<file path="config.mk">
export PLATFORM = sky130hd
export DESIGN_NAME = hybrid_level_pressure_interp
export DESIGN_NICKNAME = d
export VERILOG_FILES = /design/src/rtl/hlpi_pkg.sv /design/src/rtl/hybrid_level_pressure_interp.sv /design/src/rtl/hlpi_press_mac.sv /design/src/rtl/hlpi_div.sv /design/src/rtl/hlpi_blend.sv
export SDC_FILE = /design/constraint.sdc
export NUM_CORES = 1
export LEC_CHECK = 0
export BUFFER_PORTS_ARGS = -buffer_cell sky130_fd_sc_hd__buf_2
export CORE_MARGIN = 3
export CORE_UTILIZATION = 33
export DETAILED_ROUTE_END_ITERATION = 8
export PLACE_DENSITY = 0.48
export SLEW_MARGIN = 20
export SYNTH_ARGS = -nofsm -noshare
export SYNTH_HDL_FRONTEND = slang
export SYNTH_HIERARCHICAL = 1
export SYNTH_SLANG_ARGS = --single-unit
export TNS_END_PERCENT = 10
</file>
<file path="constraint.sdc">
create_clock -name clk -period 9 [get_ports clk]
set_input_delay 0.9 -clock clk [delete_from_list [all_inputs] [get_ports clk]]
set_output_delay 0.9 -clock clk [all_outputs]
set_load 0.01 [all_outputs]
</file>
<file path="src/rtl/hlpi_pkg.sv">
// Shared constants and types for the hybrid level pressure interpolator.
package hlpi_pkg;

  // Fixed point formats.
  localparam int COEF_FRAC_BITS = 16;
  localparam int SAMPLE_WIDTH   = 32;
  localparam int COEF_W         = COEF_FRAC_BITS + 1;
  localparam int PS_W           = 17;
  localparam int TARGET_W       = 17;
  localparam int PRESS_W        = COEF_FRAC_BITS + 18;
  localparam int WEIGHT_BITS    = 16;
  localparam int WEIGHT_W       = WEIGHT_BITS + 1;

  // Reference pressure that scales coefficient A, in pascals.
  localparam int REF_PA_W = 17;
  localparam logic [REF_PA_W-1:0] REF_PA = REF_PA_W'(100000);

  // Target pressure after reset, in pascals.
  localparam logic [TARGET_W-1:0] TARGET_RESET = TARGET_W'(50000);

  // Serial unit widths.
  localparam int MAC_ACC_W   = PRESS_W + 1;
  localparam int MAC_CNT_W   = $clog2(COEF_W + 1);
  localparam int DIV_CNT_W   = $clog2(WEIGHT_W + 1);
  localparam int BLEND_ACC_W = SAMPLE_WIDTH + 1 + WEIGHT_W;
  localparam int BLEND_Q_W   = BLEND_ACC_W - WEIGHT_BITS;
  localparam logic [BLEND_ACC_W-1:0] ROUND_HALF = BLEND_ACC_W'(1) << (WEIGHT_BITS - 1);

  // Stream packing.
  localparam int IN_FIELDS_W = 2 * COEF_W + PS_W + SAMPLE_WIDTH;
  localparam int IN_TDATA_W  = ((IN_FIELDS_W + 7) / 8) * 8;
  localparam int OUT_TDATA_W = ((SAMPLE_WIDTH + 7) / 8) * 8;

  typedef logic [PRESS_W-1:0]             press_t;
  typedef logic signed [SAMPLE_WIDTH-1:0] sample_t;
  typedef logic [WEIGHT_W-1:0]            weight_t;

endpackage

</file>
<file path="src/rtl/hybrid_level_pressure_interp.sv">
// Interpolates one column of hybrid sigma-pressure levels onto a target pressure.
// Levels enter top first, one transaction each; the column's last level (tlast) yields one
// output transaction carrying the interpolated value in tdata and the found flag in tuser.
// The level pressure comes from a bit-serial multiply-accumulate over the 17 coefficient
// bits, and the next level is taken only once the current one is through. A level that
// brackets the target also runs the 17-step serial divider for the weight and the
// 17-step serial blend with a rounding step and a final add. A finished result waits
// in the output register while the next column's levels are taken; only a second last
// level stalls until that register drains.
module hybrid_level_pressure_interp (
  input  logic                            clk,
  input  logic                            rst,
  // Configuration: target pressure in pascals.
  input  logic                            cfg_wr_en,
  input  logic [hlpi_pkg::TARGET_W-1:0]   cfg_wr_data,
  // Input levels.
  input  logic                            s_axis_tvalid,
  output logic                            s_axis_tready,
  // tdata from bit 0: coef_a[16:0], coef_b[33:17], surface_pressure[50:34],
  // sample[82:51], zero fill to bit 87.
  input  logic [hlpi_pkg::IN_TDATA_W-1:0] s_axis_tdata,
  input  logic                            s_axis_tlast,  // last_level
  // Column results.
  output logic                            m_axis_tvalid,
  input  logic                            m_axis_tready,
  // tdata from bit 0: interp_value[31:0].
  output logic [hlpi_pkg::OUT_TDATA_W-1:0] m_axis_tdata,
  output logic                            m_axis_tuser   // found
);
  import hlpi_pkg::*;

  localparam logic [2:0] ST_IDLE  = 3'd0;
  localparam logic [2:0] ST_PRESS = 3'd1;
  localparam logic [2:0] ST_DIV   = 3'd2;
  localparam logic [2:0] ST_BLEND = 3'd3;
  localparam logic [2:0] ST_FIN   = 3'd4;

  localparam int A_LO = 0;
  localparam int B_LO = A_LO + COEF_W;
  localparam int P_LO = B_LO + COEF_W;
  localparam int S_LO = P_LO + PS_W;

  logic [2:0]          state;
  logic [TARGET_W-1:0] target;
  press_t              tp;
  press_t              prev_p;
  sample_t             prev_s;
  logic                have_prev;
  sample_t             held_value;
  logic                held_found;
  sample_t             cur_s;
  logic                cur_last;
  logic                out_valid;
  sample_t             out_data;
  logic                out_found;
  logic                out_free;
  logic                emit;
  logic                bracket;

  logic                mac_start;
  logic                mac_done;
  press_t              mac_p;
  logic                div_start;
  logic                div_done;
  weight_t             weight;
  logic                blend_start;
  logic                blend_done;
  sample_t             blend_value;

  // Target in pressure format, the bracketing test and the start and handshake strobes.
  always_comb begin
    tp          = PRESS_W'({target, {COEF_FRAC_BITS{1'b0}}});
    bracket     = have_prev && (prev_p < tp) && (mac_p >= tp);
    out_free    = !out_valid || m_axis_tready;
    emit        = (state == ST_FIN) && cur_last && out_free;
    mac_start   = (state == ST_IDLE) && s_axis_tvalid;
    div_start   = (state == ST_PRESS) && mac_done && bracket;
    blend_start = (state == ST_DIV) && div_done;
  end

  hlpi_press_mac u_mac (
    .clk              (clk),
    .rst              (rst),
    .start            (mac_start),
    .coef_a           (s_axis_tdata[A_LO +: COEF_W]),
    .coef_b           (s_axis_tdata[B_LO +: COEF_W]),
    .surface_pressure (s_axis_tdata[P_LO +: PS_W]),
    .done             (mac_done),
    .pressure         (mac_p)
  );

  hlpi_div u_div (
    .clk    (clk),
    .rst    (rst),
    .start  (div_start),
    .p_cur  (mac_p),
    .p_prev (prev_p),
    .p_tgt  (tp),
    .done   (div_done),
    .weight (weight)
  );

  hlpi_blend u_blend (
    .clk    (clk),
    .rst    (rst),
    .start  (blend_start),
    .weight (weight),
    .s_prev (prev_s),
    .s_cur  (cur_s),
    .done   (blend_done),
    .value  (blend_value)
  );

  // Control: sequencer, column flags, output valid and the target register.
  always_ff @(posedge clk) begin
    if (rst) begin
      state      <= ST_IDLE;
      have_prev  <= 1'b0;
      held_found <= 1'b0;
      out_valid  <= 1'b0;
      target     <= TARGET_RESET;
    end else begin
      if (cfg_wr_en) begin
        target <= cfg_wr_data;
      end
      // A new result may replace one that drains in the same cycle.
      if (emit) begin
        out_valid <= 1'b1;
      end else if (out_valid && m_axis_tready) begin
        out_valid <= 1'b0;
      end
      case (state)
        ST_IDLE: begin
          if (s_axis_tvalid) begin
            state <= ST_PRESS;
          end
        end
        ST_PRESS: begin
          if (mac_done) begin
            state <= bracket ? ST_DIV : ST_FIN;
          end
        end
        ST_DIV: begin
          if (div_done) begin
            state <= ST_BLEND;
          end
        end
        ST_BLEND: begin
          if (blend_done) begin
            held_found <= 1'b1;
            state      <= ST_FIN;
          end
        end
        ST_FIN: begin
          if (!cur_last) begin
            have_prev <= 1'b1;
            state     <= ST_IDLE;
          end else if (out_free) begin
            have_prev  <= 1'b0;
            held_found <= 1'b0;
            state      <= ST_IDLE;
          end
        end
        default: begin
          state <= ST_IDLE;
        end
      endcase
    end
  end

  // Payload registers.
  always_ff @(posedge clk) begin
    if (mac_start) begin
      cur_s    <= s_axis_tdata[S_LO +: SAMPLE_WIDTH];
      cur_last <= s_axis_tlast;
    end
    if (state == ST_BLEND && blend_done) begin
      held_value <= blend_value;
    end
    if (state == ST_FIN) begin
      prev_p <= mac_p;
      prev_s <= cur_s;
      if (cur_last && out_free) begin
        out_data  <= held_found ? held_value : '0;
        out_found <= held_found;
      end
    end
  end

  assign s_axis_tready = (state == ST_IDLE);
  assign m_axis_tvalid = out_valid;
  assign m_axis_tdata  = OUT_TDATA_W'(out_data);
  assign m_axis_tuser  = out_found;

endmodule

</file>
<file path="src/rtl/hlpi_press_mac.sv">
// Bit-serial level pressure unit: 100000*A + PS*B, one coefficient bit per cycle.
module hlpi_press_mac (
  input  logic                       clk,
  input  logic                       rst,
  input  logic                       start,
  input  logic [hlpi_pkg::COEF_W-1:0] coef_a,
  input  logic [hlpi_pkg::COEF_W-1:0] coef_b,
  input  logic [hlpi_pkg::PS_W-1:0]   surface_pressure,
  output logic                       done,
  output hlpi_pkg::press_t           pressure
);
  import hlpi_pkg::*;

  logic [COEF_W-1:0]    a_sr;
  logic [COEF_W-1:0]    b_sr;
  logic [PS_W-1:0]      ps;
  logic [MAC_ACC_W-1:0] acc;
  logic [MAC_ACC_W-1:0] acc_next;
  logic [MAC_CNT_W-1:0] cnt;
  logic                 busy;

  // Horner step: double the partial sum and add the terms selected by the top bits.
  always_comb begin
    acc_next = {acc[MAC_ACC_W-2:0], 1'b0}
             + (a_sr[COEF_W-1] ? MAC_ACC_W'(REF_PA) : '0)
             + (b_sr[COEF_W-1] ? MAC_ACC_W'(ps) : '0);
  end

  // Step counter and completion pulse.
  always_ff @(posedge clk) begin
    if (rst) begin
      busy <= 1'b0;
      done <= 1'b0;
      cnt  <= '0;
    end else begin
      done <= 1'b0;
      if (start) begin
        busy <= 1'b1;
        cnt  <= MAC_CNT_W'(COEF_W);
      end else if (busy) begin
        cnt <= cnt - MAC_CNT_W'(1);
        if (cnt == MAC_CNT_W'(1)) begin
          busy <= 1'b0;
          done <= 1'b1;
        end
      end
    end
  end

  // Operand shift registers and accumulator.
  always_ff @(posedge clk) begin
    if (start) begin
      a_sr <= coef_a;
      b_sr <= coef_b;
      ps   <= surface_pressure;
      acc  <= '0;
    end else if (busy) begin
      a_sr <= {a_sr[COEF_W-2:0], 1'b0};
      b_sr <= {b_sr[COEF_W-2:0], 1'b0};
      acc  <= acc_next;
    end
  end

  // Saturate to the largest representable pressure.
  assign pressure = acc[MAC_ACC_W-1] ? '1 : acc[PRESS_W-1:0];

endmodule

</file>
<file path="src/rtl/hlpi_div.sv">
// Restoring divider that forms the Q1.16 weight one quotient bit per cycle.
module hlpi_div (
  input  logic              clk,
  input  logic              rst,
  input  logic              start,
  input  hlpi_pkg::press_t  p_cur,
  input  hlpi_pkg::press_t  p_prev,
  input  hlpi_pkg::press_t  p_tgt,
  output logic              done,
  output hlpi_pkg::weight_t weight
);
  import hlpi_pkg::*;

  logic [PRESS_W:0]     rem;
  logic [PRESS_W:0]     diff;
  logic [PRESS_W:0]     rem_sel;
  logic                 ge;
  press_t               den;
  logic [DIV_CNT_W-1:0] cnt;
  logic                 busy;

  // One quotient bit: compare, conditionally subtract, shift.
  always_comb begin
    ge      = rem >= {1'b0, den};
    diff    = rem - {1'b0, den};
    rem_sel = ge ? diff : rem;
  end

  // Step counter and completion pulse.
  always_ff @(posedge clk) begin
    if (rst) begin
      busy <= 1'b0;
      done <= 1'b0;
      cnt  <= '0;
    end else begin
      done <= 1'b0;
      if (start) begin
        busy <= 1'b1;
        cnt  <= DIV_CNT_W'(WEIGHT_W);
      end else if (busy) begin
        cnt <= cnt - DIV_CNT_W'(1);
        if (cnt == DIV_CNT_W'(1)) begin
          busy <= 1'b0;
          done <= 1'b1;
        end
      end
    end
  end

  // Remainder and quotient registers. The numerator never exceeds the divisor,
  // so the first bit is the integer part of the weight.
  always_ff @(posedge clk) begin
    if (start) begin
      rem    <= {1'b0, p_tgt - p_prev};
      den    <= p_cur - p_prev;
      weight <= '0;
    end else if (busy) begin
      rem    <= {rem_sel[PRESS_W-1:0], 1'b0};
      weight <= {weight[WEIGHT_W-2:0], ge};
    end
  end

endmodule

</file>
<file path="src/rtl/hlpi_blend.sv">
// Serial blend: s_prev + round(w * (s_cur - s_prev) / 65536), one weight bit per cycle.
module hlpi_blend (
  input  logic              clk,
  input  logic              rst,
  input  logic              start,
  input  hlpi_pkg::weight_t weight,
  input  hlpi_pkg::sample_t s_prev,
  input  hlpi_pkg::sample_t s_cur,
  output logic              done,
  output hlpi_pkg::sample_t value
);
  import hlpi_pkg::*;

  localparam logic [1:0] PH_IDLE = 2'd0;
  localparam logic [1:0] PH_MUL  = 2'd1;
  localparam logic [1:0] PH_RND  = 2'd2;
  localparam logic [1:0] PH_ADD  = 2'd3;

  logic [1:0]                    phase;
  logic [DIV_CNT_W-1:0]          cnt;
  weight_t                       w_sr;
  sample_t                       sp;
  logic signed [SAMPLE_WIDTH:0]  d;
  logic signed [BLEND_ACC_W-1:0] d_ext;
  logic [BLEND_ACC_W-1:0]        acc;
  logic [BLEND_ACC_W-1:0]        acc_next;
  logic [BLEND_ACC_W-1:0]        rnd;
  logic [BLEND_Q_W-1:0]          q;

  // Shift-add on the signed difference, then round half up.
  always_comb begin
    d_ext    = BLEND_ACC_W'(d);
    acc_next = {acc[BLEND_ACC_W-2:0], 1'b0} + (w_sr[WEIGHT_W-1] ? d_ext : '0);
    rnd      = acc + ROUND_HALF;
  end

  // Phase sequencer.
  always_ff @(posedge clk) begin
    if (rst) begin
      phase <= PH_IDLE;
      cnt   <= '0;
      done  <= 1'b0;
    end else begin
      done <= 1'b0;
      case (phase)
        PH_IDLE: begin
          if (start) begin
            phase <= PH_MUL;
            cnt   <= DIV_CNT_W'(WEIGHT_W);
          end
        end
        PH_MUL: begin
          cnt <= cnt - DIV_CNT_W'(1);
          if (cnt == DIV_CNT_W'(1)) begin
            phase <= PH_RND;
          end
        end
        PH_RND: begin
          phase <= PH_ADD;
        end
        PH_ADD: begin
          phase <= PH_IDLE;
          done  <= 1'b1;
        end
        default: begin
          phase <= PH_IDLE;
        end
      endcase
    end
  end

  // Datapath registers.
  always_ff @(posedge clk) begin
    if (start && phase == PH_IDLE) begin
      w_sr <= weight;
      sp   <= s_prev;
      d    <= {s_cur[SAMPLE_WIDTH-1], s_cur} - {s_prev[SAMPLE_WIDTH-1], s_prev};
      acc  <= '0;
    end else if (phase == PH_MUL) begin
      w_sr <= {w_sr[WEIGHT_W-2:0], 1'b0};
      acc  <= acc_next;
    end
    if (phase == PH_RND) begin
      q <= rnd[BLEND_ACC_W-1:WEIGHT_BITS];
    end
    // The result lies between the two samples, so the low bits suffice.
    if (phase == PH_ADD) begin
      value <= sp + sample_t'(q[SAMPLE_WIDTH-1:0]);
    end
  end

endmodule

</file>
Word level (Yosys, flattened, before mapping)

Cells that the tools add are included.

Add/sub/neg operators: 12
Order comparisons: 3
Eq/ne operators: 20
Muxes and demuxes: 46
Bitwise operators: 2
Reduce and logical (&&, ||, !) cells: 32

Operators with widths:

| operator                                                                 | count |
|---|---|
| 17-bit two-way mux                                                       | 8 |
| 34-bit two-way mux                                                       | 4 |
| 35-bit adder                                                             | 2 |
| 34-bit subtractor                                                        | 2 |
| 48-bit by 16-bit adder with 48-bit output (second input constant)        | 1 |
| 48-bit adder                                                             | 1 |
| 48-bit two-way mux                                                       | 1 |
| 35-bit by 34-bit >= comparator with 1-bit output                         | 1 |
| 34-bit by 33-bit >= comparator with 1-bit output                         | 1 |
| 34-bit by 33-bit less-than comparator with 1-bit output                  | 1 |
| 33-bit by 34-bit subtractor with 34-bit output                           | 1 |
| 32-bit by 32-bit subtractor with 33-bit output                           | 1 |
| 32-bit adder                                                             | 1 |
| 5-bit two-way mux                                                        | 5 |
| 3-bit two-way mux                                                        | 7 |
| 5-bit by 1-bit == test with 1-bit output (second input constant)         | 3 |
| 1-bit two-way mux                                                        | 15 |
| 3-bit case mux with 5 select lines                                       | 1 |
| 5-bit by 1-bit subtractor with 5-bit output (second input constant)      | 3 |
| 1-bit logical AND                                                        | 12 |
| 2-bit by 1-bit inequality test with 1-bit output (second input constant) | 6 |
| 2-bit nonzero test                                                       | 6 |
| 5-bit case mux with 2 select lines                                       | 1 |
| 2-bit case mux with 4 select lines                                       | 1 |
| other kinds (19)                                                         | 30 |

Bits in registers: 575
Bits of input ports: 111
Logic and storage cells: 152

Longest topological paths before layout

Gate-level depths: netlist (run 1).

Depth after elaboration: 6
Depth in mapped cells: 14

By module

The synthesis (run 1) kept the hierarchy.

By module, submodules not included:

| module                       | times used | cells each | area each (um^2) | sequential area each (um^2) |
|---|---|---|---|---|
| hlpi_blend                   | 1          | 1,372      | 13,213.9         | 5,505.3 |
| hlpi_div                     | 1          | 1,085      | 9,171.3          | 2,542.4 |
| hybrid_level_pressure_interp | 1          | 400        | 6,875.3          | 5,385.2 |
| hlpi_press_mac               | 1          | 508        | 5,429.0          | 2,372.3 |

Least setup slack after synthesis (run 1)

No wires, ideal clock.

Path type: flip-flop to flip-flop
Start: register state[0]
End: register out_data[0], in the netlist m_axis_tdata[0] (enable)
Setup time: 389 ps
Data arrival time: 6,842 ps
Setup slack: 1,770 ps
Cell stages (with the launch flop): 5
Buffers on the path: 1
Clock period less this slack: 7,230 ps
Cell sequence: dfxtp_1 clkbuf_1 nor3b_1 nand3_1 inv_1

Word-level cells in the longest chain between the ends: 2

Ends and longest elaborated chain:

| element                       | RTL line                            | text |
|---|---|---|
| from (decl)                   | hybrid_level_pressure_interp.sv:43  | `logic [2:0] state;` |
| from (signal assigned)        | hybrid_level_pressure_interp.sv:140 | `state <= bracket ? ST_DIV : ST_FIN;` |
| 3-bit == test                 | hybrid_level_pressure_interp.sv:180 | `if (state == ST_FIN) begin` |
| 2-bit AND reduction (no line) | n/a                                 |  |
| to (signal assigned)          | hybrid_level_pressure_interp.sv:184 | `out_data <= held_found ? held_value : '0;` |
| to (decl)                     | hybrid_level_pressure_interp.sv:54  | `sample_t out_data;` |

No other way between the ends.
A chain may end at the register's enable or synchronous reset.

Worst setup path in the final report (run 1)

Start: register u_mac.acc[34]
End: register u_div.rem[9] (enable)

Word-level cells in the longest chain between the ends: 5

Ends and longest elaborated chain:

| element                                          | RTL line                           | text |
|---|---|---|
| from (decl)                                      | hlpi_press_mac.sv:17               | `logic [MAC_ACC_W-1:0] acc;` |
| from (signal assigned)                           | hlpi_press_mac.sv:60               | `acc <= acc_next;` |
| 34-bit two-way mux                               | hlpi_press_mac.sv:65               | `assign pressure = acc[MAC_ACC_W-1] ? '1 : acc[PRESS_W-1:0];` |
| via mac_p[25]                                    | hybrid_level_pressure_interp.sv:62 | `press_t mac_p;` |
| 34-bit by 33-bit >= comparator with 1-bit output | hybrid_level_pressure_interp.sv:73 | `bracket = have_prev && (prev_p < tp) && (mac_p >= tp);` |
| 1-bit logical AND                                | hybrid_level_pressure_interp.sv:73 |  |
| 1-bit logical AND                                | hybrid_level_pressure_interp.sv:77 | `div_start = (state == ST_PRESS) && mac_done && bracket;` |
| via div_start                                    | hybrid_level_pressure_interp.sv:63 | `logic div_start;` |
| 2-bit nonzero test (no line)                     | n/a                                |  |
| to (signal assigned)                             | hlpi_div.sv:54                     | `rem <= {1'b0, p_tgt - p_prev};` |
| to (signal assigned)                             | hlpi_div.sv:58                     | `rem <= {rem_sel[PRESS_W-1:0], 1'b0};` |
| to (decl)                                        | hlpi_div.sv:14                     | `logic [PRESS_W:0] rem;` |

The timed path passes the listed nets, and every way through them passes these cells.

==> results.cfg, run 1 <==
[logic_synthesis]
ys_types = 115
seq_area_frac_synth_pct = 45.56
synth_area_leaders = edfxtp_1, ha_1, dfxtp_1
yosys_warnings = 6
syn_avg_cell_area_um2 = 10.31
yosysTopAreaCell = edfxtp_1
synth.most_common_cell = edfxtp_1
synth_cells = 3365
async_flop_share_pct = 0
synth.top_cell.area_share_pct = 37.14
synth-main-ff-cell = edfxtp_1
ys_seq_elements = 575
synthTopCellsByCount = edfxtp_1, ha_1, nand2_1
netlist_area_um2 = 34690
synth_enable_flop_cells = 429

[timing]
tightest_slew_ns = 1.084
max_slew_margin_pct = 27.06
fmax_mhz = 206.2
drv_slew = 0
rsz0062_at_grt = no
setup_viol = 0
fin_crit_sh_pct = 53.88
fin_tns_setup_ns = 0
period_needed_ns = 4.849
finalHoldViolCount = 0
finClkSkew_ns = 0.02821

[die]
start_util_pct = 33.37
die_area_um2 = 109000
die_w_um = 330.2
placementRows = 118
die_h_um = 330.2
io_pins = 146
core_area_um2 = 103900

[power]
power_mw = 9.350
max-vdd-ir-drop_mv = 0.1359
power_density_nw_per_um2 = 237.7
power_leakage_nw = 15.86

[routing]
drt_iter0_drc = 1811
ant_nets = 0
finalWirelength_um = 86990
first_pass_iters = 5
vias = 25010
wl_per_cell_um = 17.57
via_per_inst = 5.051
drc = 0

[global_routing]
antenna_found_initial = 2
grt_pass1_wl_um = 137200
overflow = 0
grtUsageTotal_pct = 15.86
grt_max_degree = 121
grt_pass1_vias = 24350

[cts]
clockBufferDepth = 3
cts-resized-gates = 0
clkTransAtPathRegs_ns = 0.05
cts_sinks = 575
h-tree-depth = 3
cts_buffers = 70
clockRootBuffer = clkbuf_16
cts_tree = built
clk_latency_ns = 0.62
hold_buffers = 0
post-cts-setup-buffers = 0

[cells_and_area]
nNetsFinal = 3916
layout-drive-gt1-share_pct = 11.62
stdcell_area_um2 = 39340
syn2layout_area_growth_pct = 13.39

[run]
max-cap-violations = 0

[worst_setup_path]
worst_setup_path_start_kind = flip-flop
crit_start = u_mac/acc[34]
cp-end-kind = flip-flop
crit_required_ns = 9.25
worstSetupPathType = reg -> reg
cp_data_arrival_time_ns = 5.10
critPathMaxFanout = 120
regToRegStartpoint = u_mac/acc[34]

[placed_design]
placed_area_um2 = 36900
io_buffers = 140
dp_hpwl_um = 64930
gp_congestion = 0.8686

[status]
outcome = complete, no violations

[worst_hold_path]
hold_path_class = reg -> reg
hold_start = u_blend/value[17]
-- placed cells by master (no fill, tap or decap), drive strengths merged, types with 38 or more instances in the layout --
cell / netlist / final
edfxtp: 429 / 429
ha: 279 / 279
nand2: 256 / 256
a21oi: 241 / 241
nor2: 237 / 237
inv: 207 / 212
o21ai: 159 / 159
buf: 22 / 158
dfxtp: 146 / 146
xnor2: 144 / 144
a21o: 106 / 106
and2: 100 / 100
clkbuf: 77 / 87
nand3: 80 / 80
mux2i: 78 / 78
xor2: 73 / 73
nor3: 61 / 61
a211oi: 49 / 49
or2: 41 / 41
and3: 41 / 41
nor2b: 40 / 40
nand4: 39 / 39
nand2b: 38 / 38
-- final timing paths --
| check | slack, ns | cells after the start | to |
|---|---|---|---|
| hold / removal | 0.42 | 0 | held_value[17] |
| setup / recovery | 4.15 | 12 | u_div/rem[9] |
| hold reg to reg | 0.42 | 0 | held_value[17] |
| setup reg to reg | 4.15 | 12 | u_div/rem[9] |
-- stage by stage --
stage / cells / hold slack, ns / utilization [%] / worst slack (ns)
2_1_floorplan: 3382 / 0.4003 / - / 1.770
3_3_place_gp: 4821 / 0.4029 / 35.50 / 4.142
3_5_place_dp: 4821 / 0.4045 / 35.50 / 4.080
4_1_cts: 4951 / 0.3907 / 37.84 / 4.060
5_1_grt: 4951 / 0.4110 / 37.84 / 3.738
6_report: 4952 / 0.4170 / 37.84 / 4.151
-- worst max-delay path, cell delays in order (launching register included) --
cell and delay, ns:
dfxtp_1 0.57, or2_2 0.47, ha_1 0.35, nand4_1 0.20, or4_1 0.54, nor3_2 0.21
nor4_1 0.19, nor4b_4 0.33, buf_12 0.40, clkinv_1 0.21, buf_4 0.26, nand2_1 0.10
buf_4 0.40
-- sequential cells by signal, indices dropped and copies added (netlist names), 33 cells and up --
register     flops
u_blend/acc     48
u_div/rem       35
u_mac/acc       35
prev_p          34
u_div/den       34
u_blend/d       33
-- power breakdown --
part | internal, mW | switching (mW)
logic | 1.20 | 1.72
registers | 3.24 | 0.242
clock network | 1.78 | 1.17
-- kinds of logic (layout without fill, tap and decap cells) --
| family | count (synthesis) | count (layout) | synth area share [%] |
|---|---|---|---|
| simple gates | 1013 | 1013 | 14.61 |
| compound gates | 843 | 843 | 16.44 |
| flops | 575 | 575 | 45.56 |
| buf+inv | 309 | 498 | 3.589 |
| fa+ha+maj | 292 | 292 | 10.81 |
| xor+xnor | 217 | 217 | 5.479 |
| mux | 115 | 115 | 3.495 |
| other cells | 1 | 19 | 0.01081 |
-- layout make-up --
| cell class | count | area [um^2] |
|---|---|---|
| multi-input combinational | 2498 | 17730 |
| fill | 10410 | 64600 |
| antenna | 1 | 2.502 |
| sequential | 575 | 15810 |
| clock inverter | 43 | 499.2 |
| clock buffer | 87 | 1931 |
| tap | 1380 | 1727 |
| timing repair buffer | 158 | 848.3 |
| inverter | 210 | 790.8 |
-- routing by layer --
layer | part of all wire [%] | wire, um | up-vias | GRT usage [%]
li1 | - | - | 12660 | -
met1 | 50 | 43790 | 11800 | 22.97
met2 | 44 | 37860 | 425 | 24.43
met3 | 3.6 | 3148 | 125 | 2.232
met4 | 2.5 | 2181 | 0 | 4.871
met5 | 0 | 0 | - | 0
Note: power is estimated with default switching activity, not from simulation.
==> run 2: changes to the inputs <==
==> constraint.sdc (replaced) <==
create_clock -name clk -period 4.5 [get_ports clk]
set_input_delay 0.45 -clock clk [delete_from_list [all_inputs] [get_ports clk]]
set_output_delay 0.45 -clock clk [all_outputs]
set_load 0.01 [all_outputs]
==> results.cfg, run 2 (synthesis gave the netlist of run 1 again) <==
[global_routing]
grt-busiest-layer = met2
grt_pass1_vias = 24660
grt_pass1_wl_um = 138500
grt_max_degree = 95
overflow = 0
antenna_found_initial = 7
grtUsageTotal_pct = 15.99
met1_usage_pct = 23.26
gr-usage-met2_pct = 25.00
use_met3_pct = 1.962

[routing]
via_per_inst = 4.987
finalWirelength_um = 87210
drc = 0
drt_iter0_drc = 1491
first_pass_iters = 5
vias = 24960
wl_per_cell_um = 17.42
ant_nets = 0

[cts]
cts-resized-gates = 0
cts_buffers = 70
cts_tree = built
h-tree-depth = 3
cts_sinks = 575
clockBufferDepth = 3
clockRootBuffer = clkbuf_16
clkTransAtPathRegs_ns = 0.06
clk_latency_ns = 0.62

[power]
power_density_nw_per_um2 = 462.7
max-vdd-ir-drop_mv = 0.2738
power_mw = 18.43
power_leakage_nw = 16.03

[cells_and_area]
post-route-util_pct = 38.32
largest_register_ffs = 48
layout-drive-gt1-share_pct = 11.81
top_register = u_blend/acc
final_cells = 5005
multi_input_area_um2 = 17840
final_common_cell = edfxtp_1
final_cell_mix = edfxtp_1, ha_1, nand2_1, a21oi_1, nor2_1
nNetsFinal = 3972
seq_area_um2 = 15810
reg.largest.list = u_blend/acc x48, u_div/rem x35, u_mac/acc x35
nFillCells = 10440
syn2layout_area_growth_pct = 14.81

[placed_design]
gp_congestion = 0.8782
io_buffers = 140
dpl.cell_count = 4828
pre_cts_ws_ns = 0.6269
dp_hpwl_um = 65360

[run]
max-cap-violations = 0

[timing]
tightest_slew_ns = 1.010
fin_crit_sh_pct = 85.77
max_slew_margin_pct = 32.64
finalWorstSetupSlack_ns = 0.6405
fmax_mhz = 259.1
rsz0062_at_grt = no
finClkSkew_ns = 0.03469
drv_slew = 0
setup_viol = 0
period_needed_ns = 3.859
hold_ws_ns = 0.07062
finalHoldViolCount = 0

[die]
io_pins = 146
core_area_um2 = 103900
placementRows = 118
die_h_um = 330.2
die_w_um = 330.2
start_util_pct = 33.37
die_area_um2 = 109000

[worst_hold_path]
hold_path_class = in -> reg
holdPathStages = 1

[worst_setup_path]
cpLargestDelayFamily = compound AO/OA/AOI/OAI gates
worstSetupPathType = reg -> reg
crit_buf_inv = 1
cp_data_arrival_time_ns = 4.36
slowest_stage = edfxtp_1
crit_required_ns = 5.00
cp_slowest_stage_delay_ns = 0.72
worst_setup_path_start_kind = flip-flop
r2r_cells = 13
cp-end-kind = flip-flop
critPathMaxFanout = 20
cp_cell_sequence = and2_1, ha_1, inv_1, fa_1, nor2b_4, o31a_1, o311ai_2, nand3_2, o31ai_1, a2111oi_2, or2_4, a211o_1, o211a_1
cp_num_cells = 13

[status]
outcome = complete, no violations
## run 2: cell count changes in the layout (fill, tap and decap cells not counted), moves of 3 or more
cell	before	now
buf_4	17	22
bufinv_16	8	3
clkinv_1	12	9
dlygate4sd3_1	0	49
ha_1	277	273
ha_4	0	4
inv_6	3	10
or2_2	40	32
or2_4	1	9
## run 2: path summary, 6_finish.rpt
kind	startpoint	endpoint	slack [ns]
worst min-delay path	s_axis_tdata[51]	cur_s[0]	0.07
worst min register to register	u_blend/value[14]	held_value[14]	0.42
worst max register to register	u_blend/w_sr[16]	u_blend/acc[47]	0.64
worst max-delay path	u_blend/w_sr[16]	u_blend/acc[47]	0.64
## run 2: where the power goes
part / leakage (nW) / internal [mW] / switching [mW]
clock network: 1.10 / 3.21 / 2.31
logic: 9.74 / 2.48 / 3.43
registers: 5.19 / 6.48 / 0.519
## run 2: area by class of cell
class / instances / share of cell area [%]
Multi-Input combinational cell: 2498 / 44.79
Sequential cell: 575 / 39.70
Clock buffer: 87 / 4.791
Tap cell: 1380 / 4.336
Timing Repair Buffer: 214 / 3.556
Inverter: 210 / 1.986
Clock inverter: 39 / 0.8294
Antenna cell: 2 / 0.01257
## run 2: layer usage
layer | up-vias | share of wire, %
li1 | 12770 | -
met3 | 117 | 3.0
met5 | - | 0.039
met2 | 373 | 44
met1 | 11700 | 51
met4 | 4 | 2.1
## run 2: what timing repair did
action	4_1_cts	5_1_grt
endpoints found under the setup margin	0	0
hold endpoints to repair	49	0
hold buffers	49	0
buffers inserted	0	0
## run 2: through the flow
step | area [um^2] | TNS (ns)
after floorplan | 34910 | -5.739
after global placement | 37090 | 0
after detailed placement | 37090 | 0
after CTS | 39820 | 0
after global routing | 39820 | 0
final | 39830 | 0
